## src/rtl/mslcg_pkg.sv

```systemverilog
`timescale 1ns / 1ps
// ----------------------------------------------------------------------------
// Minimal standard LCG package
// Shared widths, constants and interface types of the draw unit.
// ----------------------------------------------------------------------------
package mslcg_pkg;

    localparam int RANGE_W = 31;
    localparam int STATE_W = 31;
    localparam int SEED_W  = 32;

    // Modulus 2^31-1. An all-ones state also stands for a residue of zero.
    localparam logic [STATE_W-1:0] LCG_MOD         = 31'h7FFF_FFFF;
    localparam logic [STATE_W-1:0] LCG_RESET_STATE = 31'd1622650073;

    typedef struct packed {
        logic [RANGE_W-1:0] draw_range;
        logic [STATE_W-1:0] state_value;
    } draw_req_t;

    typedef struct packed {
        logic full;
        logic empty;
    } fifo_status_t;

endpackage

```

## src/rtl/minimal_standard_lcg_draw_unit.sv

```systemverilog
`timescale 1ns / 1ps
// ----------------------------------------------------------------------------
// Minimal standard LCG draw unit
// Lehmer generator (16807 modulo 2^31-1) returning a scaled draw and the
// raw state for each request word.
// ----------------------------------------------------------------------------
// Each request word advances the generator state once through a single
// 16807 multiply-and-fold unit in the front end, so one word is taken per
// cycle while the request queue has room and no warm-up runs. The scaled draw
// floor(draw_range * state / (2^31-1)) is formed in a two-stage back end
// (one 31x31 multiply, then a fold and compare). Each accepted request
// passes through the request queue, the product register and the output
// register before m_tvalid rises. A write of the seed register holds s_tready
// low for the three warm-up steps of the state loop that follow it; the user
// must write the seed only while the unit is idle; the unit does not check this.
module minimal_standard_lcg_draw_unit
    import mslcg_pkg::*;
#(
    parameter int FIFO_DEPTH = 4
) (
    input  logic        aclk,
    input  logic        aresetn,
    input  logic        cfg_wr_en,
    input  logic [31:0] cfg_wr_data,   // seed_value (signed)
    input  logic        s_tvalid,
    output logic        s_tready,
    input  logic [31:0] s_tdata,       // [30:0] draw_range, [31] zero
    output logic        m_tvalid,
    input  logic        m_tready,
    output logic [63:0] m_tdata        // [30:0] draw_value, [61:31] state_value, [63:62] zero
);

    draw_req_t    q_wr_req;
    draw_req_t    q_rd_req;
    fifo_status_t q_status;
    logic         q_push;
    logic         q_pop;

    mslcg_front u_front (
        .aclk        (aclk),
        .aresetn     (aresetn),
        .cfg_wr_en   (cfg_wr_en),
        .cfg_wr_data (cfg_wr_data),
        .s_tvalid    (s_tvalid),
        .s_tready    (s_tready),
        .s_range     (s_tdata[RANGE_W-1:0]),
        .q_status    (q_status),
        .q_push      (q_push),
        .q_wr_req    (q_wr_req)
    );

    mslcg_fifo #(
        .DEPTH (FIFO_DEPTH)
    ) u_fifo (
        .aclk    (aclk),
        .aresetn (aresetn),
        .push    (q_push),
        .wr_req  (q_wr_req),
        .pop     (q_pop),
        .rd_req  (q_rd_req),
        .status  (q_status)
    );

    mslcg_back u_back (
        .aclk     (aclk),
        .aresetn  (aresetn),
        .rd_req   (q_rd_req),
        .q_status (q_status),
        .q_pop    (q_pop),
        .m_tvalid (m_tvalid),
        .m_tready (m_tready),
        .m_tdata  (m_tdata)
    );

    // A seed write always starts warm-up, which blocks new words.
    assert property (@(posedge aclk) disable iff (!aresetn)
        cfg_wr_en |=> !s_tready)
        else $error("request accepted right after a seed write");

    // The generator state is never zero.
    assert property (@(posedge aclk) disable iff (!aresetn)
        m_tvalid |-> (m_tdata[61:31] != '0))
        else $error("result word carries a zero state");

    // The front end never pushes into a full queue.
    assert property (@(posedge aclk) disable iff (!aresetn)
        q_push |-> !q_status.full)
        else $error("push into a full request queue");

    // A pop only happens on a non-empty queue.
    assert property (@(posedge aclk) disable iff (!aresetn)
        q_pop |-> !q_status.empty)
        else $error("pop from an empty request queue");

endmodule

```

## src/rtl/mslcg_front.sv

```systemverilog
`timescale 1ns / 1ps
// ----------------------------------------------------------------------------
// LCG front end
// Holds the generator state, loads seeds with warm-up steps and advances the
// state once for each accepted draw request, queuing request and new state.
// ----------------------------------------------------------------------------
module mslcg_front
    import mslcg_pkg::*;
(
    input  logic                aclk,
    input  logic                aresetn,
    input  logic                cfg_wr_en,
    input  logic [SEED_W-1:0]   cfg_wr_data,
    input  logic                s_tvalid,
    output logic                s_tready,
    input  logic [RANGE_W-1:0]  s_range,
    input  fifo_status_t        q_status,
    output logic                q_push,
    output draw_req_t           q_wr_req
);

    localparam logic [1:0] WARM_STEPS = 2'd3;
    localparam logic [14:0] LCG_MUL   = 15'd16807;

    logic [STATE_W-1:0] state_reg;
    logic [STATE_W-1:0] state_next;
    logic [1:0]         warm_cnt_reg;
    logic [1:0]         warm_cnt_next;
    logic [STATE_W-1:0] step_state;
    logic [STATE_W-1:0] seed_state;

    // 16807*x mod (2^31-1) by folding the high bits onto the low bits.
    function automatic logic [STATE_W-1:0] lcg_step(input logic [STATE_W-1:0] x);
        logic [45:0] prod;
        logic [31:0] sum;
        prod = 46'(x) * 46'(LCG_MUL);
        sum  = {1'b0, prod[30:0]} + {17'd0, prod[45:31]};
        return sum[30:0] + {30'd0, sum[31]};
    endfunction

    // Signed seed reduced to 1..M, with a multiple of M held as M.
    function automatic logic [STATE_W-1:0] seed_reduce(input logic [SEED_W-1:0] seed);
        logic [STATE_W-1:0] low;
        logic [STATE_W-1:0] res;
        low = seed[30:0];
        if (!seed[31]) begin
            res = (low == '0) ? LCG_MOD : low;
        end else if (low == '0) begin
            res = LCG_MOD - 31'd1;
        end else if (low == 31'd1) begin
            res = LCG_MOD;
        end else begin
            res = low - 31'd1;
        end
        return res;
    endfunction

    assign step_state = lcg_step(state_reg);
    assign seed_state = seed_reduce(cfg_wr_data);
    assign s_tready   = (warm_cnt_reg == 2'd0) && !q_status.full;
    assign q_push     = s_tvalid && s_tready;

    assign q_wr_req.draw_range  = s_range;
    assign q_wr_req.state_value = step_state;

    always_comb begin
        state_next    = state_reg;
        warm_cnt_next = warm_cnt_reg;
        if (cfg_wr_en) begin
            state_next    = seed_state;
            warm_cnt_next = WARM_STEPS;
        end else if (warm_cnt_reg != 2'd0) begin
            state_next    = step_state;
            warm_cnt_next = warm_cnt_reg - 2'd1;
        end else if (q_push) begin
            state_next = step_state;
        end
    end

    always_ff @(posedge aclk) begin
        if (!aresetn) begin
            state_reg    <= LCG_RESET_STATE;
            warm_cnt_reg <= 2'd0;
        end else begin
            state_reg    <= state_next;
            warm_cnt_reg <= warm_cnt_next;
        end
    end

endmodule

```

## src/rtl/mslcg_fifo.sv

```systemverilog
`timescale 1ns / 1ps
// ----------------------------------------------------------------------------
// LCG request queue
// Short register queue that decouples the state loop from the scaling path.
// ----------------------------------------------------------------------------
module mslcg_fifo
    import mslcg_pkg::*;
#(
    parameter int DEPTH = 4
) (
    input  logic         aclk,
    input  logic         aresetn,
    input  logic         push,
    input  draw_req_t    wr_req,
    input  logic         pop,
    output draw_req_t    rd_req,
    output fifo_status_t status
);

    localparam int PTR_W = (DEPTH > 1) ? $clog2(DEPTH) : 1;
    localparam int CNT_W = $clog2(DEPTH + 1);
    localparam logic [PTR_W-1:0] LAST_PTR  = PTR_W'(DEPTH - 1);
    localparam logic [CNT_W-1:0] FULL_CNT  = CNT_W'(DEPTH);

    draw_req_t        entry_reg [DEPTH];
    logic [PTR_W-1:0] wr_ptr_reg;
    logic [PTR_W-1:0] wr_ptr_next;
    logic [PTR_W-1:0] rd_ptr_reg;
    logic [PTR_W-1:0] rd_ptr_next;
    logic [CNT_W-1:0] count_reg;
    logic [CNT_W-1:0] count_next;

    assign status.full  = (count_reg == FULL_CNT);
    assign status.empty = (count_reg == '0);
    assign rd_req       = entry_reg[rd_ptr_reg];

    always_comb begin
        wr_ptr_next = wr_ptr_reg;
        rd_ptr_next = rd_ptr_reg;
        count_next  = count_reg;
        if (push) begin
            wr_ptr_next = (wr_ptr_reg == LAST_PTR) ? '0 : wr_ptr_reg + PTR_W'(1);
        end
        if (pop) begin
            rd_ptr_next = (rd_ptr_reg == LAST_PTR) ? '0 : rd_ptr_reg + PTR_W'(1);
        end
        if (push && !pop) begin
            count_next = count_reg + CNT_W'(1);
        end else if (pop && !push) begin
            count_next = count_reg - CNT_W'(1);
        end
    end

    always_ff @(posedge aclk) begin
        if (push) begin
            entry_reg[wr_ptr_reg] <= wr_req;
        end
    end

    always_ff @(posedge aclk) begin
        if (!aresetn) begin
            wr_ptr_reg <= '0;
            rd_ptr_reg <= '0;
            count_reg  <= '0;
        end else begin
            wr_ptr_reg <= wr_ptr_next;
            rd_ptr_reg <= rd_ptr_next;
            count_reg  <= count_next;
        end
    end

endmodule

```

## src/rtl/mslcg_back.sv

```systemverilog
`timescale 1ns / 1ps
// ----------------------------------------------------------------------------
// LCG range scaling
// Two-stage pipeline: range times state, then exact floor division by
// 2^31-1, feeding the registered result word.
// ----------------------------------------------------------------------------
module mslcg_back
    import mslcg_pkg::*;
(
    input  logic         aclk,
    input  logic         aresetn,
    input  draw_req_t    rd_req,
    input  fifo_status_t q_status,
    output logic         q_pop,
    output logic         m_tvalid,
    input  logic         m_tready,
    output logic [63:0]  m_tdata
);

    logic               s1_valid_reg;
    logic [61:0]        s1_prod_reg;
    logic [STATE_W-1:0] s1_state_reg;
    logic               out_valid_reg;
    logic [RANGE_W-1:0] out_draw_reg;
    logic [STATE_W-1:0] out_state_reg;

    logic               out_ready;
    logic               s1_ready;
    logic [61:0]        prod;
    logic [31:0]        fold_sum;
    logic [1:0]         fold_carry;
    logic [RANGE_W-1:0] draw;

    assign out_ready = !out_valid_reg || m_tready;
    assign s1_ready  = !s1_valid_reg || out_ready;
    assign q_pop     = !q_status.empty && s1_ready;

    assign prod = 62'(rd_req.draw_range) * 62'(rd_req.state_value);

    // With P = a*2^31 + b, floor(P/M) = a + floor((a+b)/M), and a+b <= 2M.
    assign fold_sum = {1'b0, s1_prod_reg[61:31]} + {1'b0, s1_prod_reg[30:0]};
    always_comb begin
        if (fold_sum >= {LCG_MOD, 1'b0}) begin
            fold_carry = 2'd2;
        end else if (fold_sum >= {1'b0, LCG_MOD}) begin
            fold_carry = 2'd1;
        end else begin
            fold_carry = 2'd0;
        end
    end
    assign draw = s1_prod_reg[61:31] + {29'd0, fold_carry};

    always_ff @(posedge aclk) begin
        if (q_pop) begin
            s1_prod_reg  <= prod;
            s1_state_reg <= rd_req.state_value;
        end
        if (s1_valid_reg && out_ready) begin
            out_draw_reg  <= draw;
            out_state_reg <= s1_state_reg;
        end
    end

    always_ff @(posedge aclk) begin
        if (!aresetn) begin
            s1_valid_reg  <= 1'b0;
            out_valid_reg <= 1'b0;
        end else begin
            if (s1_ready) begin
                s1_valid_reg <= q_pop;
            end
            if (out_ready) begin
                out_valid_reg <= s1_valid_reg;
            end
        end
    end

    assign m_tvalid = out_valid_reg;
    assign m_tdata  = {2'b00, out_state_reg, out_draw_reg};

endmodule

```

## config.mk

```make
export PLATFORM = sky130hd
export DESIGN_NAME = minimal_standard_lcg_draw_unit
export DESIGN_NICKNAME = d
export VERILOG_FILES = /design/src/rtl/mslcg_pkg.sv /design/src/rtl/minimal_standard_lcg_draw_unit.sv /design/src/rtl/mslcg_front.sv /design/src/rtl/mslcg_fifo.sv /design/src/rtl/mslcg_back.sv
export SDC_FILE = /design/constraint.sdc
export NUM_CORES = 2
export LEC_CHECK = 0
export ABC_CLOCK_PERIOD_IN_PS = 15100
export BUFFER_PORTS_ARGS = -buffer_cell sky130_fd_sc_hd__buf_2
export CORE_AREA = 2 2 411 250
export CTS_BUF_LIST = sky130_fd_sc_hd__clkbuf_4
export CTS_CLUSTER_SIZE = 10
export DETAILED_ROUTE_END_ITERATION = 12
export DIE_AREA = 0 0 413 252
export PLACE_DENSITY = 0.81
export SLEW_MARGIN = 5
export SYNTH_ARGS = -nofsm -noshare
export SYNTH_HDL_FRONTEND = slang
export SYNTH_HIERARCHICAL = 1
export SYNTH_SLANG_ARGS = --single-unit
export TNS_END_PERCENT = 50
```

## constraint.sdc

```tcl
create_clock -name aclk -period 15.1 [get_ports aclk]
set_clock_uncertainty 0.15 [all_clocks]
set_input_delay 1.51 -clock aclk [delete_from_list [all_inputs] [get_ports aclk]]
set_output_delay 1.51 -clock aclk [all_outputs]
set_load 0.01 [all_outputs]
```

Word level (Yosys, flattened, before mapping)
Memories as Yosys holds them, arrays and structs flattened. A register that Yosys moved wholly into a read port is not among the register bits.
Index checks and enable logic that the tools add are counted.
{"block": "classes", "n_eq_ne": 4, "n_mux": 19, "mul": 2, "reduce_logical": 21, "n_addsub": 10, "n_lt_le_gt_ge": 2}
{"op": "$mux 31", "n": 7}
{"op": "$mul 31x31->62", "n": 1}
{"op": "$mul 31x15->46 const B", "n": 1}
{"op": "$add 31x15->32", "n": 1}
{"op": "$add 31x31->32", "n": 1}
{"op": "$ge 32x31->1 const B", "n": 1}
{"op": "$ge 32x32->1 const B", "n": 1}
{"op": "$add 31x1->31", "n": 1}
{"op": "$add 31x2->31", "n": 1}
{"op": "$eq 31x1->1 const B", "n": 1}
{"op": "$logic_not 31->1", "n": 1}
{"op": "$sub 31x1->31 const B", "n": 1}
{"op": "$mux 2", "n": 7}
{"op": "$logic_and 1x1->1", "n": 6}
{"op": "$logic_not 1->1", "n": 6}
{"op": "$mux 3", "n": 2}
{"op": "$reduce_bool 2->1", "n": 3}
{"op": "$add 2x1->2 const B", "n": 2}
{"op": "$eq 2x2->1 const B", "n": 2}
{"op": "$add 3x1->3 const B", "n": 1}
{"op": "$eq 3x3->1 const B", "n": 1}
{"op": "$logic_not 3->1", "n": 1}
{"op": "$mux 1", "n": 3}
{"op": "$reduce_bool 3->1", "n": 1}
{"op": "other kinds (4)", "n": 5}
{"block": "word_totals", "regBits": 197, "mem_count": 1, "ramBits": 248, "output_inout_bits": 66, "wordCells": 70}
{"memory": "u_fifo.entry_reg", "depth": 4, "width": 62, "read_ports": 1, "rd_clocked_by_memory_dff": 1, "write_ports": 1, "line": "mslcg_fifo.sv:25", "text": "draw_req_t entry_reg [DEPTH];"}

Depth between registers and ports, before layout
{"block": "depth", "depth_word": 8, "mapped_depth": 46}

Hierarchy
The synthesis kept the hierarchy.
{"mod": "mslcg_back", "cells_per_inst": 3975, "area_each_um2": 38286.7, "instances": 1}
{"mod": "mslcg_front", "cells_per_inst": 1449, "area_each_um2": 12027.8, "instances": 1}
{"mod": "mslcg_fifo", "cells_per_inst": 368, "area_each_um2": 9474.1, "instances": 1}

Least setup slack after synthesis
Ideal clock, no wire load.
{"block": "synth_timing", "path_type": "reg2reg", "from": "register u_front.state_reg[23]", "to": "memory u_fifo/entry_reg[0][29] in the netlist's numbering, data pin", "path_buffers": 3, "t_arrival_ps": 9760, "path_slack_ps": 4916, "stages_incl_launch_ff": 45, "cell_sequence": "dfxtp_1 inv_1 fa_1 inv_1 ha_1 inv_1 fa_1 inv_1 fa_1 fa_1 inv_1 fa_1 inv_1 ha_1 clkbuf_1 a21oi_1 a21boi_0 a311oi_1 [... 9 more ...] nand3_1 or3_1 nand3b_1 a31o_2 o31ai_1 nor2_1 nand3_1 nor4_1 ha_1 and3_1 nand3_1 nor2b_1 nand4_1 a2111oi_2 nor4bb_1 buf_2 nor3b_2 xnor2_1"}
{"item": "start: declaration", "line": "mslcg_front.sv:25", "text": "logic [STATE_W-1:0] state_reg;"}
{"item": "start signal: assignment", "line": "mslcg_front.sv:85", "text": "state_reg <= state_next;"}
{"item": "end: declaration", "line": "mslcg_fifo.sv:25"}

==> results.py <==
metrics = {
    "worst_hold_path": {
        "hp-class": "reg -> reg",
        "min_from": "u_back/s1_state_reg[19]",
    },
    "cells_and_area": {
        "fin_area_um2": 62600,
        "nets": 7325,
        "largest_reg_flops": 248,
        "drive_gt1_frac": 0.0783,
        "syn_to_final_growth_pct": 4.75,
    },
    "sta": {
        "slew_violations": 0,
        "relSlewSlack": 0.166,
        "finalHoldViolations": 0,
        "period_needed_ns": 13.49,
        "tns_ns": 0,
        "setup_viol": 0,
        "rsz0062_at_grt": "false",
        "max_freq_mhz": 74.1,
        "period_share": 0.893,
        "worst_pin_slew_ns": 1.22,
    },
    "clocking": {
        "numCtsBuffers": 106,
        "cts_hold_buf": 0,
        "htreeDepth": 3,
        "cts.sinks": 447,
        "ctsResizeCount": 0,
        "post_cts_buffers": 0,
        "clockRootBuffer": "clkbuf_4",
        "clk_latency_ns": 1.00,
        "clk_path_buf_depth": 3,
        "cts_tree": "yes",
        "path_clk_slew_ns": 0.09,
    },
    "job": {
        "cap_violations": 0,
    },
    "logic_synthesis": {
        "ys.flop_type": "edfxtp_1",
        "synth_top_area_frac": 0.326,
        "synth_top_area_cell": "fa_1",
        "synth_seq_cells": 447,
        "ys_seq_area_frac": 0.217,
        "syn_avg_cell_area_um2": 10.3,
        "synth_edf_count": 403,
        "syn-cell-area_um2": 59800,
        "synthCells": 5792,
        "async_flop_share": 0,
        "yosysWarnings": 6,
        "synth_common_cells": "1122 x inv_1, 974 x fa_1, 619 x nand2_1",
        "synth.distinct_cells": 100,
        "synth_area_leaders": "fa_1 33%, edfxtp_1 20%, ha_1 10%, inv_1 7.0%, and2_1 5.2%",
        "yosysMostFrequentCell": "inv_1",
    },
    "die": {
        "die_h_um": 252,
        "initial_core_util": 0.598,
        "core_um2": 100000,
        "die_area_um2": 104000,
        "row_count": 90,
        "die_w_um": 413,
        "io_pins": 135,
    },
    "critical_path": {
        "slowest_stage": "dfxtp_1",
        "path_class": "reg -> reg",
        "cpMostUsedCell": "fa_1",
        "critPathRequiredTime_ns": 15.61,
        "crit_path_start": "u_front/state_reg[18]",
        "slowest_delay_ns": 0.64,
        "cp-end-kind": "flip-flop",
        "startpoint_type": "flip-flop",
        "r2r_start": "u_front/state_reg[18]",
        "worst-endpoint-arrival_ns": 14.00,
        "worstPathMaxFanout": 11,
    },
    "global_route": {
        "grt_pass1_vias": 44400,
        "grt_first_pass_wirelength_mm": 261,
        "grt_overflow": 0,
        "grt_max_degree": 63,
        "grtUsageTotal": 0.334,
        "antenna_found_initial": 11,
    },
    "route": {
        "drc": 0,
        "wl_per_cell_um": 23.4,
        "dr.pass1.iters": 6,
        "drt_iter0_markers": 4933,
        "ant_nets": 0,
        "viasPerCell": 5.99,
        "routed_wl_mm": 169,
        "vias": 43200,
    },
    "outcome": {
        "outcome": "completed",
    },
    "place": {
        "numPortBuffers": 131,
        "hpwl_mm": 130,
        "routabilityCongestion": 1.01,
        "post_dp_cell_area_um2": 61100,
    },
}
[metrics by stage]
step / setup slack [ns] / utilization / hold slack, ns / std cells
final: 1.61 / 0.626 / 0.258 / 7203
after global routing: 1.13 / 0.626 / 0.266 / 7198
after detailed placement: 2.42 / 0.611 / 0.255 / 7007
after floorplan: 4.92 / - / 0.250 / 5793
after CTS: 2.31 / 0.626 / 0.262 / 7194
after global placement: 2.57 / 0.611 / 0.252 / 7007
[layout make-up]
class	instances	area, um2
multi-input cells	3923	41200
fillers	7991	37400
flip-flops and latches	447	13000
inverters	1122	4210
well taps	1334	1670
clock buffers	146	1100
repair buffers	181	1030
clock inverters	41	379
diodes	9	22.5
[cell usage in the layout, fill, tap and decap left out, types with 8 or more instances in the layout]
master / instances
or3_1: 16
o21ai_0: 93
a21oi_1: 141
a31o_2: 8
and2_1: 497
bufinv_16: 8
nor2_1: 122
mux4_2: 60
or2_2: 10
nand2b_1: 19
xnor2_1: 126
edfxtp_1: 403
nor4_1: 18
ha_1: 501
o31ai_1: 12
mux2i_1: 19
buf_4: 50
clkbuf_4: 146
a31oi_1: 19
nand3_1: 65
a21o_1: 82
and4_1: 11
inv_1: 1122
diode_2: 9
clkinv_1: 24
o221ai_1: 25
nand2_1: 619
fa_1: 974
o21bai_1: 15
nand4_1: 39
o211ai_1: 42
nor2b_1: 25
nor3_1: 44
xor2_1: 73
dfxtp_1: 42
buf_2: 131
o21a_1: 25
a21boi_0: 20
and3_1: 30
a211oi_1: 18
[path summary, 6_finish.rpt]
check | endpoint | slack [ns] | cells past startpoint
max | u_fifo/entry_reg[2][29] | 1.61 | 40
min | u_back/out_state_reg[19] | 0.26 | 0
max reg2reg | u_fifo/entry_reg[2][29] | 1.61 | 40
min reg2reg | u_back/out_state_reg[19] | 0.26 | 0
[cells by family (layout without fill, tap and decap cells)]
group / Yosys count / after routing / share of synthesized area
compound gates: 611 / 611 / 0.0707
xor+xnor: 199 / 199 / 0.0292
fa+ha+maj: 1475 / 1475 / 0.431
buf+inv: 1423 / 1490 / 0.0940
flops: 447 / 447 / 0.217
mux: 81 / 81 / 0.0267
other cells: 1 / 11 / 0.0000627
simple gates: 1555 / 1555 / 0.131
[worst max-delay path, delay by kind of cell (launching register included)]
family	cells	cell delay, ns
xor gates and xnor gates	2	0.35
adders and majority gates	9	3.97
and+or+nand+nor	12	3.57
DFF	1	0.64
AOI/OAI and AO/OA	12	3.79
buffers and inverters	5	0.67
[metal layers]
metal	vias to the layer above	track usage	part of all wire
met5	-	0	0.000077
li1	18500	-	-
met1	21500	0.512	0.43
met4	2	0.0883	0.025
met2	2844	0.447	0.40
met3	278	0.118	0.15
Power is not shown: default switching activity piles up to over one toggle a cycle in this logic, so the estimate is an artifact.
